==> src/rtl/core/wmm_pkg.sv <==
`default_nettype none

package wmm_pkg;

   localparam int PATTERN_DEPTH = 64;
   localparam int POS_W = $clog2(PATTERN_DEPTH);
   localparam int LEN_W = $clog2(PATTERN_DEPTH + 1);

   typedef logic [PATTERN_DEPTH-1:0] pos_vec_type;

   typedef enum logic [1:0] {
      OP_CLEAR      = 2'd0,
      OP_LOAD       = 2'd1,
      OP_TEXT       = 2'd2,
      OP_EMPTY_TEXT = 2'd3
   } opcode_type;

   localparam logic [7:0] STAR_CHAR    = 8'h2A;
   localparam logic [7:0] QUES_CHAR    = 8'h3F;
   localparam logic [7:0] LOWER_A      = 8'h61;
   localparam logic [7:0] LOWER_Z      = 8'h7A;
   localparam logic [7:0] CYR_LOW_LO   = 8'hE0;
   localparam logic [7:0] CYR_LOW_HI   = 8'hFF;
   localparam logic [7:0] CYR_YO_LOW   = 8'hB8;
   localparam logic [7:0] CYR_YO_UP    = 8'hA8;
   localparam logic [7:0] CASE_OFFSET  = 8'h20;

   // cp1251 upper-case fold
   function automatic logic [7:0] fold_byte(input logic [7:0] c);
      logic [7:0] f;
      case (c) inside
         [LOWER_A:LOWER_Z],
         [CYR_LOW_LO:CYR_LOW_HI]: f = c - CASE_OFFSET;
         CYR_YO_LOW:              f = CYR_YO_UP;
         default:                 f = c;
      endcase
      return f;
   endfunction

endpackage

`default_nettype wire

==> src/rtl/core/wildcard_mask_matcher_top.sv <==
//  channel | ports                                            | direction
//  --------+--------------------------------------------------+----------
//  req     | req_valid req_stall req_opcode req_byte_value    | in
//          | req_last                                         |
//  rsp     | rsp_valid rsp_stall rsp_matched                  | out
//          | rsp_pattern_overflow                             |
//
//  One item per cycle while no held result stalls the input: a transfer lands
//  in the input register, and one pass through the position vector logic then
//  updates state and, on a text end, loads the result register.
//  Reset is synchronous and clears all masks; no clearing pass is needed.
//  A result held by rsp_stall stops the input register only when it is full.
`default_nettype none

module wildcard_mask_matcher_top (
   input  logic                 clock,
   input  logic                 reset,
   input  logic                 req_valid,
   output logic                 req_stall,
   input  wmm_pkg::opcode_type  req_opcode,
   input  logic [7:0]           req_byte_value,
   input  logic                 req_last,
   output logic                 rsp_valid,
   input  logic                 rsp_stall,
   output logic                 rsp_matched,
   output logic                 rsp_pattern_overflow
);
   import wmm_pkg::*;

   // Closure of '*' bytes: a star position takes its feed, and runs of
   // stars pass activity along as a segmented prefix OR in log steps.
   function automatic pos_vec_type star_close(input pos_vec_type act,
                                              input logic        act0,
                                              input pos_vec_type star,
                                              input pos_vec_type first);
      pos_vec_type r;
      pos_vec_type lk;
      pos_vec_type r_n;
      pos_vec_type lk_n;
      for (int i = 0; i < PATTERN_DEPTH; i++) begin
         if (i == 0) begin
            r[i]  = star[i] ? (act[i] | act0) : act[i];
            lk[i] = 1'b0;
         end else begin
            r[i]  = star[i] ? (act[i] | (first[i] ? act0 : act[i-1])) : act[i];
            lk[i] = star[i] & ~first[i] & star[i-1];
         end
      end
      for (int k = 1; k < PATTERN_DEPTH; k = k * 2) begin
         r_n  = r;
         lk_n = lk;
         for (int i = k; i < PATTERN_DEPTH; i++) begin
            r_n[i]  = r[i] | (lk[i] & r[i-k]);
            lk_n[i] = lk[i] & lk[i-k];
         end
         r  = r_n;
         lk = lk_n;
      end
      return r;
   endfunction

   // input register
   logic             in_valid_ff, in_valid_in;
   opcode_type       in_op_ff;
   logic [7:0]       in_byte_ff;
   logic             in_last_ff;

   // mask store and match state
   logic [7:0]       mask_byte_ff [PATTERN_DEPTH];
   pos_vec_type      end_mark_ff, end_mark_in;
   pos_vec_type      used_ff, used_in;
   pos_vec_type      active_ff, active_in;
   logic [LEN_W-1:0] length_ff, length_in;
   logic             any_mask_ff, any_mask_in;
   logic             in_text_ff, in_text_in;
   logic             overflow_ff, overflow_in;

   // result register
   logic             rsp_valid_ff, rsp_valid_in;
   logic             rsp_matched_ff, rsp_matched_in;
   logic             rsp_ovf_ff, rsp_ovf_in;

   logic             advance;
   logic             take;
   logic             work;
   logic             full;
   logic [POS_W-1:0] wr_idx;
   logic [POS_W-1:0] last_idx;
   pos_vec_type      first;
   pos_vec_type      star;
   pos_vec_type      hit;
   pos_vec_type      init_act;
   pos_vec_type      base;
   pos_vec_type      consumed;
   pos_vec_type      text_act;
   pos_vec_type      eval_act;
   logic             match;

   assign advance   = ~(rsp_valid_ff & rsp_stall);
   assign req_stall = in_valid_ff & ~advance;
   assign take      = req_valid & ~req_stall;
   assign work      = in_valid_ff & advance;

   assign full     = (length_ff == LEN_W'(PATTERN_DEPTH));
   assign wr_idx   = length_ff[POS_W-1:0];
   assign last_idx = POS_W'(length_ff - LEN_W'(1));

   assign first = {end_mark_ff[PATTERN_DEPTH-2:0], 1'b1};

   always_comb begin
      for (int i = 0; i < PATTERN_DEPTH; i++) begin
         star[i] = used_ff[i] & (mask_byte_ff[i] == STAR_CHAR);
         hit[i]  = used_ff[i] & ((mask_byte_ff[i] == QUES_CHAR) ||
                                 (mask_byte_ff[i] == in_byte_ff));
      end
   end

   assign init_act = star_close('0, 1'b1, star, first);
   assign base     = in_text_ff ? active_ff : init_act;

   always_comb begin
      for (int i = 0; i < PATTERN_DEPTH; i++) begin
         if (star[i]) begin
            consumed[i] = base[i];
         end else if (i == 0) begin
            consumed[i] = ~in_text_ff & hit[i];
         end else begin
            consumed[i] = (first[i] ? ~in_text_ff : base[i-1]) & hit[i];
         end
      end
   end

   // after a byte is consumed the start state is gone
   assign text_act = star_close(consumed, 1'b0, star, first);
   assign eval_act = (in_op_ff == OP_EMPTY_TEXT) ? init_act : text_act;
   assign match    = ~any_mask_ff | (|(end_mark_ff & eval_act));

   always_comb begin
      in_valid_in    = take | (in_valid_ff & ~work);
      end_mark_in    = end_mark_ff;
      used_in        = used_ff;
      active_in      = active_ff;
      length_in      = length_ff;
      any_mask_in    = any_mask_ff;
      in_text_in     = in_text_ff;
      overflow_in    = overflow_ff;
      rsp_valid_in   = rsp_valid_ff & rsp_stall;
      rsp_matched_in = rsp_matched_ff;
      rsp_ovf_in     = rsp_ovf_ff;
      if (work) begin
         case (in_op_ff)
            OP_CLEAR: begin
               end_mark_in = '0;
               used_in     = '0;
               active_in   = '0;
               length_in   = '0;
               any_mask_in = 1'b0;
               in_text_in  = 1'b0;
               overflow_in = 1'b0;
            end
            OP_LOAD: begin
               in_text_in = 1'b0;
               active_in  = '0;
               if (!full) begin
                  end_mark_in[wr_idx] = in_last_ff;
                  used_in[wr_idx]     = 1'b1;
                  length_in           = length_ff + LEN_W'(1);
                  if (in_last_ff) begin
                     any_mask_in = 1'b1;
                  end
               end else begin
                  overflow_in = 1'b1;
                  // close the open mask truncated at its last stored byte
                  if (in_last_ff && length_ff != '0 && !end_mark_ff[last_idx]) begin
                     end_mark_in[last_idx] = 1'b1;
                     any_mask_in           = 1'b1;
                  end
               end
            end
            OP_TEXT: begin
               active_in  = text_act;
               in_text_in = ~in_last_ff;
               if (in_last_ff) begin
                  rsp_valid_in   = 1'b1;
                  rsp_matched_in = match;
                  rsp_ovf_in     = overflow_ff;
               end
            end
            OP_EMPTY_TEXT: begin
               active_in      = init_act;
               in_text_in     = 1'b0;
               rsp_valid_in   = 1'b1;
               rsp_matched_in = match;
               rsp_ovf_in     = overflow_ff;
            end
            default: begin
            end
         endcase
      end
   end

   always_ff @(posedge clock) begin
      if (reset) begin
         in_valid_ff  <= 1'b0;
         end_mark_ff  <= '0;
         used_ff      <= '0;
         active_ff    <= '0;
         length_ff    <= '0;
         any_mask_ff  <= 1'b0;
         in_text_ff   <= 1'b0;
         overflow_ff  <= 1'b0;
         rsp_valid_ff <= 1'b0;
      end else begin
         in_valid_ff  <= in_valid_in;
         end_mark_ff  <= end_mark_in;
         used_ff      <= used_in;
         active_ff    <= active_in;
         length_ff    <= length_in;
         any_mask_ff  <= any_mask_in;
         in_text_ff   <= in_text_in;
         overflow_ff  <= overflow_in;
         rsp_valid_ff <= rsp_valid_in;
      end
   end

   always_ff @(posedge clock) begin
      if (take) begin
         in_op_ff   <= req_opcode;
         in_byte_ff <= fold_byte(req_byte_value);
         in_last_ff <= req_last;
      end
      if (work && in_op_ff == OP_LOAD && !full) begin
         mask_byte_ff[wr_idx] <= in_byte_ff;
      end
      rsp_matched_ff <= rsp_matched_in;
      rsp_ovf_ff     <= rsp_ovf_in;
   end

   assign rsp_valid            = rsp_valid_ff;
   assign rsp_matched          = rsp_matched_ff;
   assign rsp_pattern_overflow = rsp_ovf_ff;

endmodule

`default_nettype wire

==> config.mk <==
export PLATFORM = sky130hd
export DESIGN_NAME = wildcard_mask_matcher_top
export DESIGN_NICKNAME = d
export VERILOG_FILES = /design/src/rtl/core/wmm_pkg.sv /design/src/rtl/core/wildcard_mask_matcher_top.sv
export SDC_FILE = /design/constraint.sdc
export NUM_CORES = 2
export LEC_CHECK = 0
export ABC_AREA = 1
export BUFFER_PORTS_ARGS = -buffer_cell sky130_fd_sc_hd__buf_2
export CORE_AREA = 4 4 390 392
export CTS_BUF_LIST = sky130_fd_sc_hd__clkbuf_4 sky130_fd_sc_hd__clkbuf_8
export DETAILED_ROUTE_END_ITERATION = 10
export DIE_AREA = 0 0 394 396
export GPL_TIMING_DRIVEN = 0
export PLACE_DENSITY_LB_ADDON = 0.3
export SYNTH_ARGS = -nofsm -noshare
export SYNTH_HDL_FRONTEND = slang
export SYNTH_SLANG_ARGS = --single-unit
==> constraint.sdc <==
create_clock -name clock -period 4.06 [get_ports clock]
set_input_delay 0.812 -clock clock [delete_from_list [all_inputs] [get_ports clock]]
set_output_delay 0.812 -clock clock [all_outputs]
set_load 0.005 [all_outputs]
==> Word level (Yosys, flattened, before mapping) <==
Memories as Yosys holds them, arrays and structs flattened.
Index checks and enable logic that the tools add are counted.
{ "classes": {"magnitude_cmp": 8, "n_eq_ne": 202, "bitwise_logic": 2002, "mux": 415, "n_addsub": 3, "reduce_logical": 87} }
{ "op_table": {"columns": ["cell", "n"], "rows": [
  ["$and 1x1->1", 1223],
  ["$eq 8x6->1 const B", 128],
  ["$or 1x1->1", 707],
  ["$eq 8x8->1", 64],
  ["$mux 1", 393],
  ["$mux 64", 5],
  ["$pmux 64 s2", 2],
  ["$pmux 64 s3", 1],
  ["$or 64x64->64", 2],
  ["$not 1->1", 69],
  ["$and 64x64->64", 1],
  ["$bwmux 64", 1],
  ["$logic_or 1x1->1", 64],
  ["$reduce_or 64->1", 1],
  ["$mux 8", 2],
  ["$lt 6x7->1 const B", 2],
  ["$pmux 7 s2", 1],
  ["$demux 1 s6", 2],
  ["$ge 6x1->1 const B", 2],
  ["$pmux 1 s2", 6],
  ["$reduce_and 3->1", 4],
  ["$eq 8x8->1 const B", 1],
  ["$ge 8x7->1 const B", 1],
  ["$ge 8x8->1 const B", 1],
  ["20 further kinds", 34]
]} }
{ "totals": {"in_bits": 15, "n_memories": 1, "wordCells": 2732, "ram_bits": 512, "ff_bits": 217} }
{ "mem_list": {"columns": ["name", "words", "word_bits", "rd", "rd_ports_with_merged_regs", "wr", "line", "source"], "rows": [
  ["mask_byte_ff", 64, 8, 64, 0, 1, "wildcard_mask_matcher_top.sv:69", "logic [7:0] mask_byte_ff [PATTERN_DEPTH];"]
]} }

==> Logic depth before layout (Yosys ltp) <==
An unclocked memory read counts as a cell.
{ "depth": {"word_depth": 41, "ltp_mapped": 40} }

==> Least setup slack after synthesis <==
No wires, ideal clock.
{ "synth_timing": {"path_kind": "register -> register", "from": "reg in_byte_ff[2]", "to": "reg rsp_matched_ff, in the netlist rsp_matched, data pin", "period_less_slack_ps": 3970, "t_arrival_ps": 3716, "setup_ps": 254, "path_buffers": 3, "setup_slack_ps": 90, "stages_incl_launch_ff": 29, "path_cell_list": "edfxtp_1 > buf_2 > buf_2 > clkbuf_1 > nand2_1 > o2111ai_1 > nor2_1 > a22oi_1 > a211oi_1 > nand2_1 > nand2_2 > nand2_1 > nand2_1 > nand3_1 > nand2_1 > a21oi_2 > nor2_1 > nor2_1 > nand3_1 > nand2_1 > nand2_1 > nand2_1 > nand2_1 > nor2_1 > nand2_1 > nor2_1 > nand2_1 > nor2_1 > nand2_1"} }
{ "synth_between": {"elab_chain_cells": 25} }
{ "synth_rtl": {"columns": ["element", "line", "source"], "rows": [
  ["from (decl)", "wildcard_mask_matcher_top.sv:65", "logic [7:0] in_byte_ff;"],
  ["from (signal assigned)", "wildcard_mask_matcher_top.sv:229", "in_byte_ff <= fold_byte(req_byte_value);"],
  ["$eq 8x8->1", "wildcard_mask_matcher_top.sv:114", "(mask_byte_ff[i] == in_byte_ff));"],
  ["$logic_or 1x1->1", "wildcard_mask_matcher_top.sv:113", "hit[i] = used_ff[i] & ((mask_byte_ff[i] == QUES_CHAR) ||"],
  ["$and 1x1->1", "wildcard_mask_matcher_top.sv:113", null],
  ["$and 1x1->1 (on tied branches)", null, null],
  ["$mux 1", "wildcard_mask_matcher_top.sv:123", "if (star[i]) begin"],
  ["$mux 1", "wildcard_mask_matcher_top.sv:45", "r[i] = star[i] ? (act[i] | (first[i] ? act0 : act[i-1])) : act[i];"],
  ["$or 1x1->1", "wildcard_mask_matcher_top.sv:45", null],
  ["$mux 1", "wildcard_mask_matcher_top.sv:45", null],
  ["(+10 left out)", null, null],
  ["$or 1x1->1", "wildcard_mask_matcher_top.sv:53", "r_n[i] = r[i] | (lk[i] & r[i-k]);"],
  ["$mux 64 (*)", "wildcard_mask_matcher_top.sv:135", "assign eval_act = (in_op_ff == OP_EMPTY_TEXT) ? init_act : text_act;"],
  ["$and 64x64->64 (*)", "wildcard_mask_matcher_top.sv:136", "assign match = ~any_mask_ff | (|(end_mark_ff & eval_act));"],
  ["$reduce_or 64->1 (*)", "wildcard_mask_matcher_top.sv:136", null],
  ["$or 1x1->1 (*)", "wildcard_mask_matcher_top.sv:136", null],
  ["named net match", "wildcard_mask_matcher_top.sv:97", "logic match;"],
  ["$mux 1", "wildcard_mask_matcher_top.sv:183", "if (in_last_ff) begin"],
  ["$pmux 1 s2 (*)", "wildcard_mask_matcher_top.sv:151", "case (in_op_ff)"],
  ["to (signal assigned)", "wildcard_mask_matcher_top.sv:235", "rsp_matched_ff <= rsp_matched_in;"],
  ["to (decl)", "wildcard_mask_matcher_top.sv:80", "logic rsp_matched_ff, rsp_matched_in;"]
]} }
Mark *: on every way through the listed nets, which the timed path passes. The rest lies on a longest branch. The select of a mux whose other input is x is not followed.
A chain may end at the register's enable or synchronous reset.

==> Worst setup path after layout <==
{ "layout_timing": {"from": "reg in_text_ff", "to": "reg rsp_matched_ff, in the netlist rsp_matched, data pin"} }
{ "layout_between": {"elab_chain_cells": 24} }
{ "layout_rtl": {"columns": ["element", "line", "source"], "rows": [
  ["from (decl)", "wildcard_mask_matcher_top.sv:75", "logic in_text_ff, in_text_in;"],
  ["from (signal assigned)", "wildcard_mask_matcher_top.sv:220", "in_text_ff <= in_text_in;"],
  ["$mux 64 / $not 1->1 (equally long branches)", "wildcard_mask_matcher_top.sv:119, wildcard_mask_matcher_top.sv:126, wildcard_mask_matcher_top.sv:128", null],
  ["$mux 1", "wildcard_mask_matcher_top.sv:128", "consumed[i] = (first[i] ? ~in_text_ff : base[i-1]) & hit[i];"],
  ["$and 1x1->1", "wildcard_mask_matcher_top.sv:128", null],
  ["$mux 1", "wildcard_mask_matcher_top.sv:123", null],
  ["$mux 1", "wildcard_mask_matcher_top.sv:45", null],
  ["$or 1x1->1", "wildcard_mask_matcher_top.sv:45", null],
  ["$mux 1", "wildcard_mask_matcher_top.sv:45", null],
  ["$and 1x1->1", "wildcard_mask_matcher_top.sv:53", null],
  ["(+9 left out)", null, null],
  ["$or 1x1->1", "wildcard_mask_matcher_top.sv:53", null],
  ["$mux 64 (*)", "wildcard_mask_matcher_top.sv:135", null],
  ["$and 64x64->64 (*)", "wildcard_mask_matcher_top.sv:136", null],
  ["$reduce_or 64->1 (*)", "wildcard_mask_matcher_top.sv:136", null],
  ["$or 1x1->1 (*)", "wildcard_mask_matcher_top.sv:136", null],
  ["named net match", "wildcard_mask_matcher_top.sv:97", null],
  ["$mux 1", "wildcard_mask_matcher_top.sv:183", null],
  ["$pmux 1 s2 (*)", "wildcard_mask_matcher_top.sv:151", null]
]} }
Marked as above.

==> summary.md <==
| Metric | Value |
|---|---|
| Syn nets | `9309` |
| Endpoint type of the worst setup path | `flop` |
| GRT Util Overall | `0.4198` |
| Die Wd | `~390 um` |
| I/O pins | `19` |
| Slew margin rel. | `-0.09669` |
| Layout Nets | `approximately 10000` |
| Max IR drop VDD | `between 0.2 and 0.25 mV` |
| Final setup TNS | `-1.885 ns` |
| PortBufs | `17` |
| Total die area | `~0.16 mm^2` |
| Starting DRT DRC Count | `approximately 11000` |
| WS Path Type | `reg2reg` |
| Final WS setup | `-0.5829 ns` |
| CTS tree | `yes` |
| Comb pwr share | `0.120` |
| Final Max Tran Viols | `76` |
| Clk sinks | `729` |
| RSZ-0062 raised after global routing | `true` |
| Final Hold Viols | `0` |
| Unique masters post-synth | `78` |
| # rows | `around 140` |
| GR Overflow Total | `0` |
| Fraction of layout cells with a size suffix above 1 | `0.2863` |
| Most frequent cells in the layout | `2757 x nand2_1, 1028 x inv_1, 626 x nor2_1` |
| Clock transition at the registers of the reported paths | `0.07 ns` |
| DRC violations left | `0` |
| Cell area after synthesis | `0.05907 mm^2` |
| Final min period | `4.643 ns` |
| Initial Utilization | `0.3968` |
| Leak | `33.16 nW` |
| CP Data Required Time | `approximately 4.7 ns` |
| Achievable frequency | `between 200 and 250 MHz` |
| Async S/R FF share, synth | `0` |
| H-Tree Depth | `4` |
| Total CTS buffers | `140` |
| Post-synth EDFFs | `roughly 530` |
| Commonest non-fill, non-tap cell in the layout | `nand2_1` |
| Maximum capacitance violations | `7` |
| Crit path max fanout | `10` |
| Drt pass-1 iters | `7` |
| Hold Path Class | `in2reg` |
| Final Cycle Share | `1.144` |
| Wire per inst | `around 29 um` |
| Skew-Pair Late Insertion Delay | `0.97 ns` |
| Vias | `72020` |
| Arr. time, crit path | `between 5 and 6 ns` |
| DRT Wirelength | `approximately 350 mm` |
| Outcome | `finished with violations` |
| NetSw | `between 0.005 and 0.006 W` |
| DR vias/cell | `approximately 6.0` |
| Height of the die | `a little under 400 um` |
| First-pass GRT wire length | `around 470 mm` |
| Cells after Synth | `slightly above 9000` |
| Largest net degree at the start of global routing | `19` |
| RePlAce Congestion | `roughly 1.1` |
| Area Growth Syn to Fin | `30.69%` |
| Switching share of power | `0.3011` |
| Final ANT Viol Nets | `0` |
| Failing checks | `max-capacitance violations, max-slew violations, negative setup slack` |
| Setup violations, final | `22` |
| Top FF cell, synth | `edfxtp_1` |
| Power Internal | `between 0.01 and 0.015 W` |
| Power Density | `~240 mW/mm^2` |
| Clock buffer depth | `3` |
| Syn Area/Cell | `6.360 um^2` |
| #FFs+latches synth | `around 730` |
| Dpl hpwl | `around 270 mm` |
| Yosys Warn Count | `0` |
| Clk root buf | `clkbuf_8` |
| Clk_skew | `0.05690 ns` |
| Sequential share of the synthesized area | `0.3360` |
| Setup WS pre-CTS | `-2.502 ns` |
| Slew @ Worst Pin | `~1.6 ns` |
| Initial antenna violation count | `14` |
| Share of total power in sequential cells | `0.442` |
| Vias in the first global route | `roughly 63000` |
| Hold-fix buffers, CTS | `0` |
| Worst Setup Start Kind | `flop` |
| Fillers | `14940` |
| Clock power frac | `0.438` |
| CORE AREA | `0.1489 mm^2` |
[layout make-up]
class                      count  area (um^2)  share of cell area
timing repair buffer         543         5050             0.06541
clock buffer                 197         2467             0.03196
timing repair inverter         1        7.507          0.00009724
antenna                        5        12.51           0.0001621
tap                         1944         2432             0.03150
buffer                       266         2044             0.02648
sequential                   729        19910              0.2579
inverter                    1280         4927             0.06382
clock inverter                59        533.0            0.006904
multi-input combinational   7006        39820              0.5158
[stage by stage]
step	cells	hold WS, ns	utilization	total power (W)	area (um^2)
floorplan	9289	0.4086	-	0.009162	59070
global placement	11250	0.4232	0.4137	0.01007	61590
detailed placement	11290	0.4426	0.4198	0.01018	62500
CTS	11770	0.01103	0.4850	0.01834	72210
global route	12030	0.02860	0.5185	0.01889	77200
finish	12030	0.05573	0.5186	0.01855	77210
[path summary, 6_finish.rpt]
| path | from | end | slack, ns | cells after the start |
|---|---|---|---|---|
| worst min register to register | overflow_ff | rsp_pattern_overflow | 0.47 | 0 |
| worst max-delay path | in_text_ff | rsp_matched | -0.58 | 26 |
| worst min-delay path | req_last | in_last_ff | 0.06 | 1 |
| worst max register to register | in_text_ff | rsp_matched | -0.58 | 26 |
[logic make-up (layout without fill, tap and decap cells)]
kind of cell | after synthesis | after routing | share of synthesized area
xor gates and xnor gates | 220 | 220 | 0.03262
AOI/OAI and AO/OA | 1068 | 1068 | 0.1036
and+or+nand+nor | 5713 | 5713 | 0.4235
buffers and inverters | 1554 | 2346 | 0.1033
other | 0 | 5 | 0
adders and majority gates | 5 | 5 | 0.001059
DFF | 729 | 729 | 0.3360
[synth_stat cells (10+ instances only)]
library cell / n / area share
buf_1: 16 / 0.0010
o21bai_1: 23 / 0.0029
o21ai_1: 18 / 0.0015
nand2_1: 3203 / 0.20
o2111ai_1: 29 / 0.0043
nor4_1: 73 / 0.0077
nand3b_1: 10 / 0.0013
edfxtp_1: 525 / 0.27
nand4_1: 184 / 0.019
inv_2: 144 / 0.0091
a21oi_2: 11 / 0.0016
nand2_2: 119 / 0.013
a221oi_1: 15 / 0.0022
buf_2: 91 / 0.0077
inv_1: 1111 / 0.071
buf_4: 20 / 0.0025
a211oi_1: 38 / 0.0048
or2_2: 104 / 0.011
nor3_2: 21 / 0.0036
nor2_2: 128 / 0.014
nor2_1: 914 / 0.058
o21ai_0: 335 / 0.028
xnor2_1: 113 / 0.017
o22ai_1: 20 / 0.0021
clkbuf_1: 136 / 0.0086
nor2_4: 29 / 0.0055
nor3_1: 225 / 0.019
xor2_1: 107 / 0.016
o31ai_1: 10 / 0.0013
a22oi_1: 47 / 0.0060
a31oi_1: 27 / 0.0029
clkinv_1: 25 / 0.0016
dfxtp_1: 204 / 0.069
nand3_2: 64 / 0.011
a21oi_1: 437 / 0.037
o211ai_1: 11 / 0.0014
nand3_1: 600 / 0.051
[power groups by stage]
| stage | sequential [W] | clock [W] | combinational, W |
|---|---|---|---|
| after detailed placement | 0.00832 | 0 | 0.00186 |
| after floorplan | 0.00829 | 0 | 0.000870 |
| final | 0.00819 | 0.00813 | 0.00223 |
| after global placement | 0.00848 | 0 | 0.00159 |
| after global routing | 0.00818 | 0.00846 | 0.00225 |
| after CTS | 0.00817 | 0.00812 | 0.00205 |
[critical path, stage by stage (launching register included)]
cell,delay (ns)
dfxtp_1,0.35
inv_1,0.16
clkbuf_4,0.33
buf_4,0.34
buf_6,0.35
buf_4,0.39
nand4_1,0.33
nand2_1,0.16
nand2_1,0.09
nand2_1,0.12
nand2_2,0.08
nand2_1,0.06
nand2_1,0.06
nand2_1,0.08
nand2_2,0.10
a21oi_2,0.18
nand2_1,0.11
a21oi_2,0.16
nand3_1,0.12
nand2_1,0.09
nand2_2,0.09
nand2_1,0.11
nand2_1,0.08
nor2_1,0.09
nand2_1,0.09
nor2_4,0.13
nand2_4,0.09
[what timing repair did]
| action | CTS | global route |
|---|---|---|
| gates cloned | 2 | 2 |
| setup endpoints to repair | 663 | 594 |
| buffers inserted | 233 | 255 |
| pin swaps | 250 | 336 |
| resized for setup | 1321 | 850 |
[state kept, by name (all words and copies together) (netlist names)]
register,flops
in_op_ff,2
length_ff,7
rsp_pattern_overflow,1
overflow_ff,1
end_mark_ff,64
any_mask_ff,1
rsp_matched,1
used_ff,64
active_ff,64
in_byte_ff,8
in_valid_ff,1
rsp_valid,1
in_text_ff,1
mask_byte_ff,512
in_last_ff,1
[layer usage]
| metal | GRT usage | part of all wire | vias up |
|---|---|---|---|
| li1 | - | - | 31420 |
| met1 | 0.5909 | 0.40 | 34200 |
| met2 | 0.5709 | 0.39 | 5467 |
| met3 | 0.1363 | 0.15 | 915 |
| met4 | 0.2093 | 0.058 | 14 |
| met5 | 0 | 0.00025 | - |
Power figures use the tool's default switching activity.
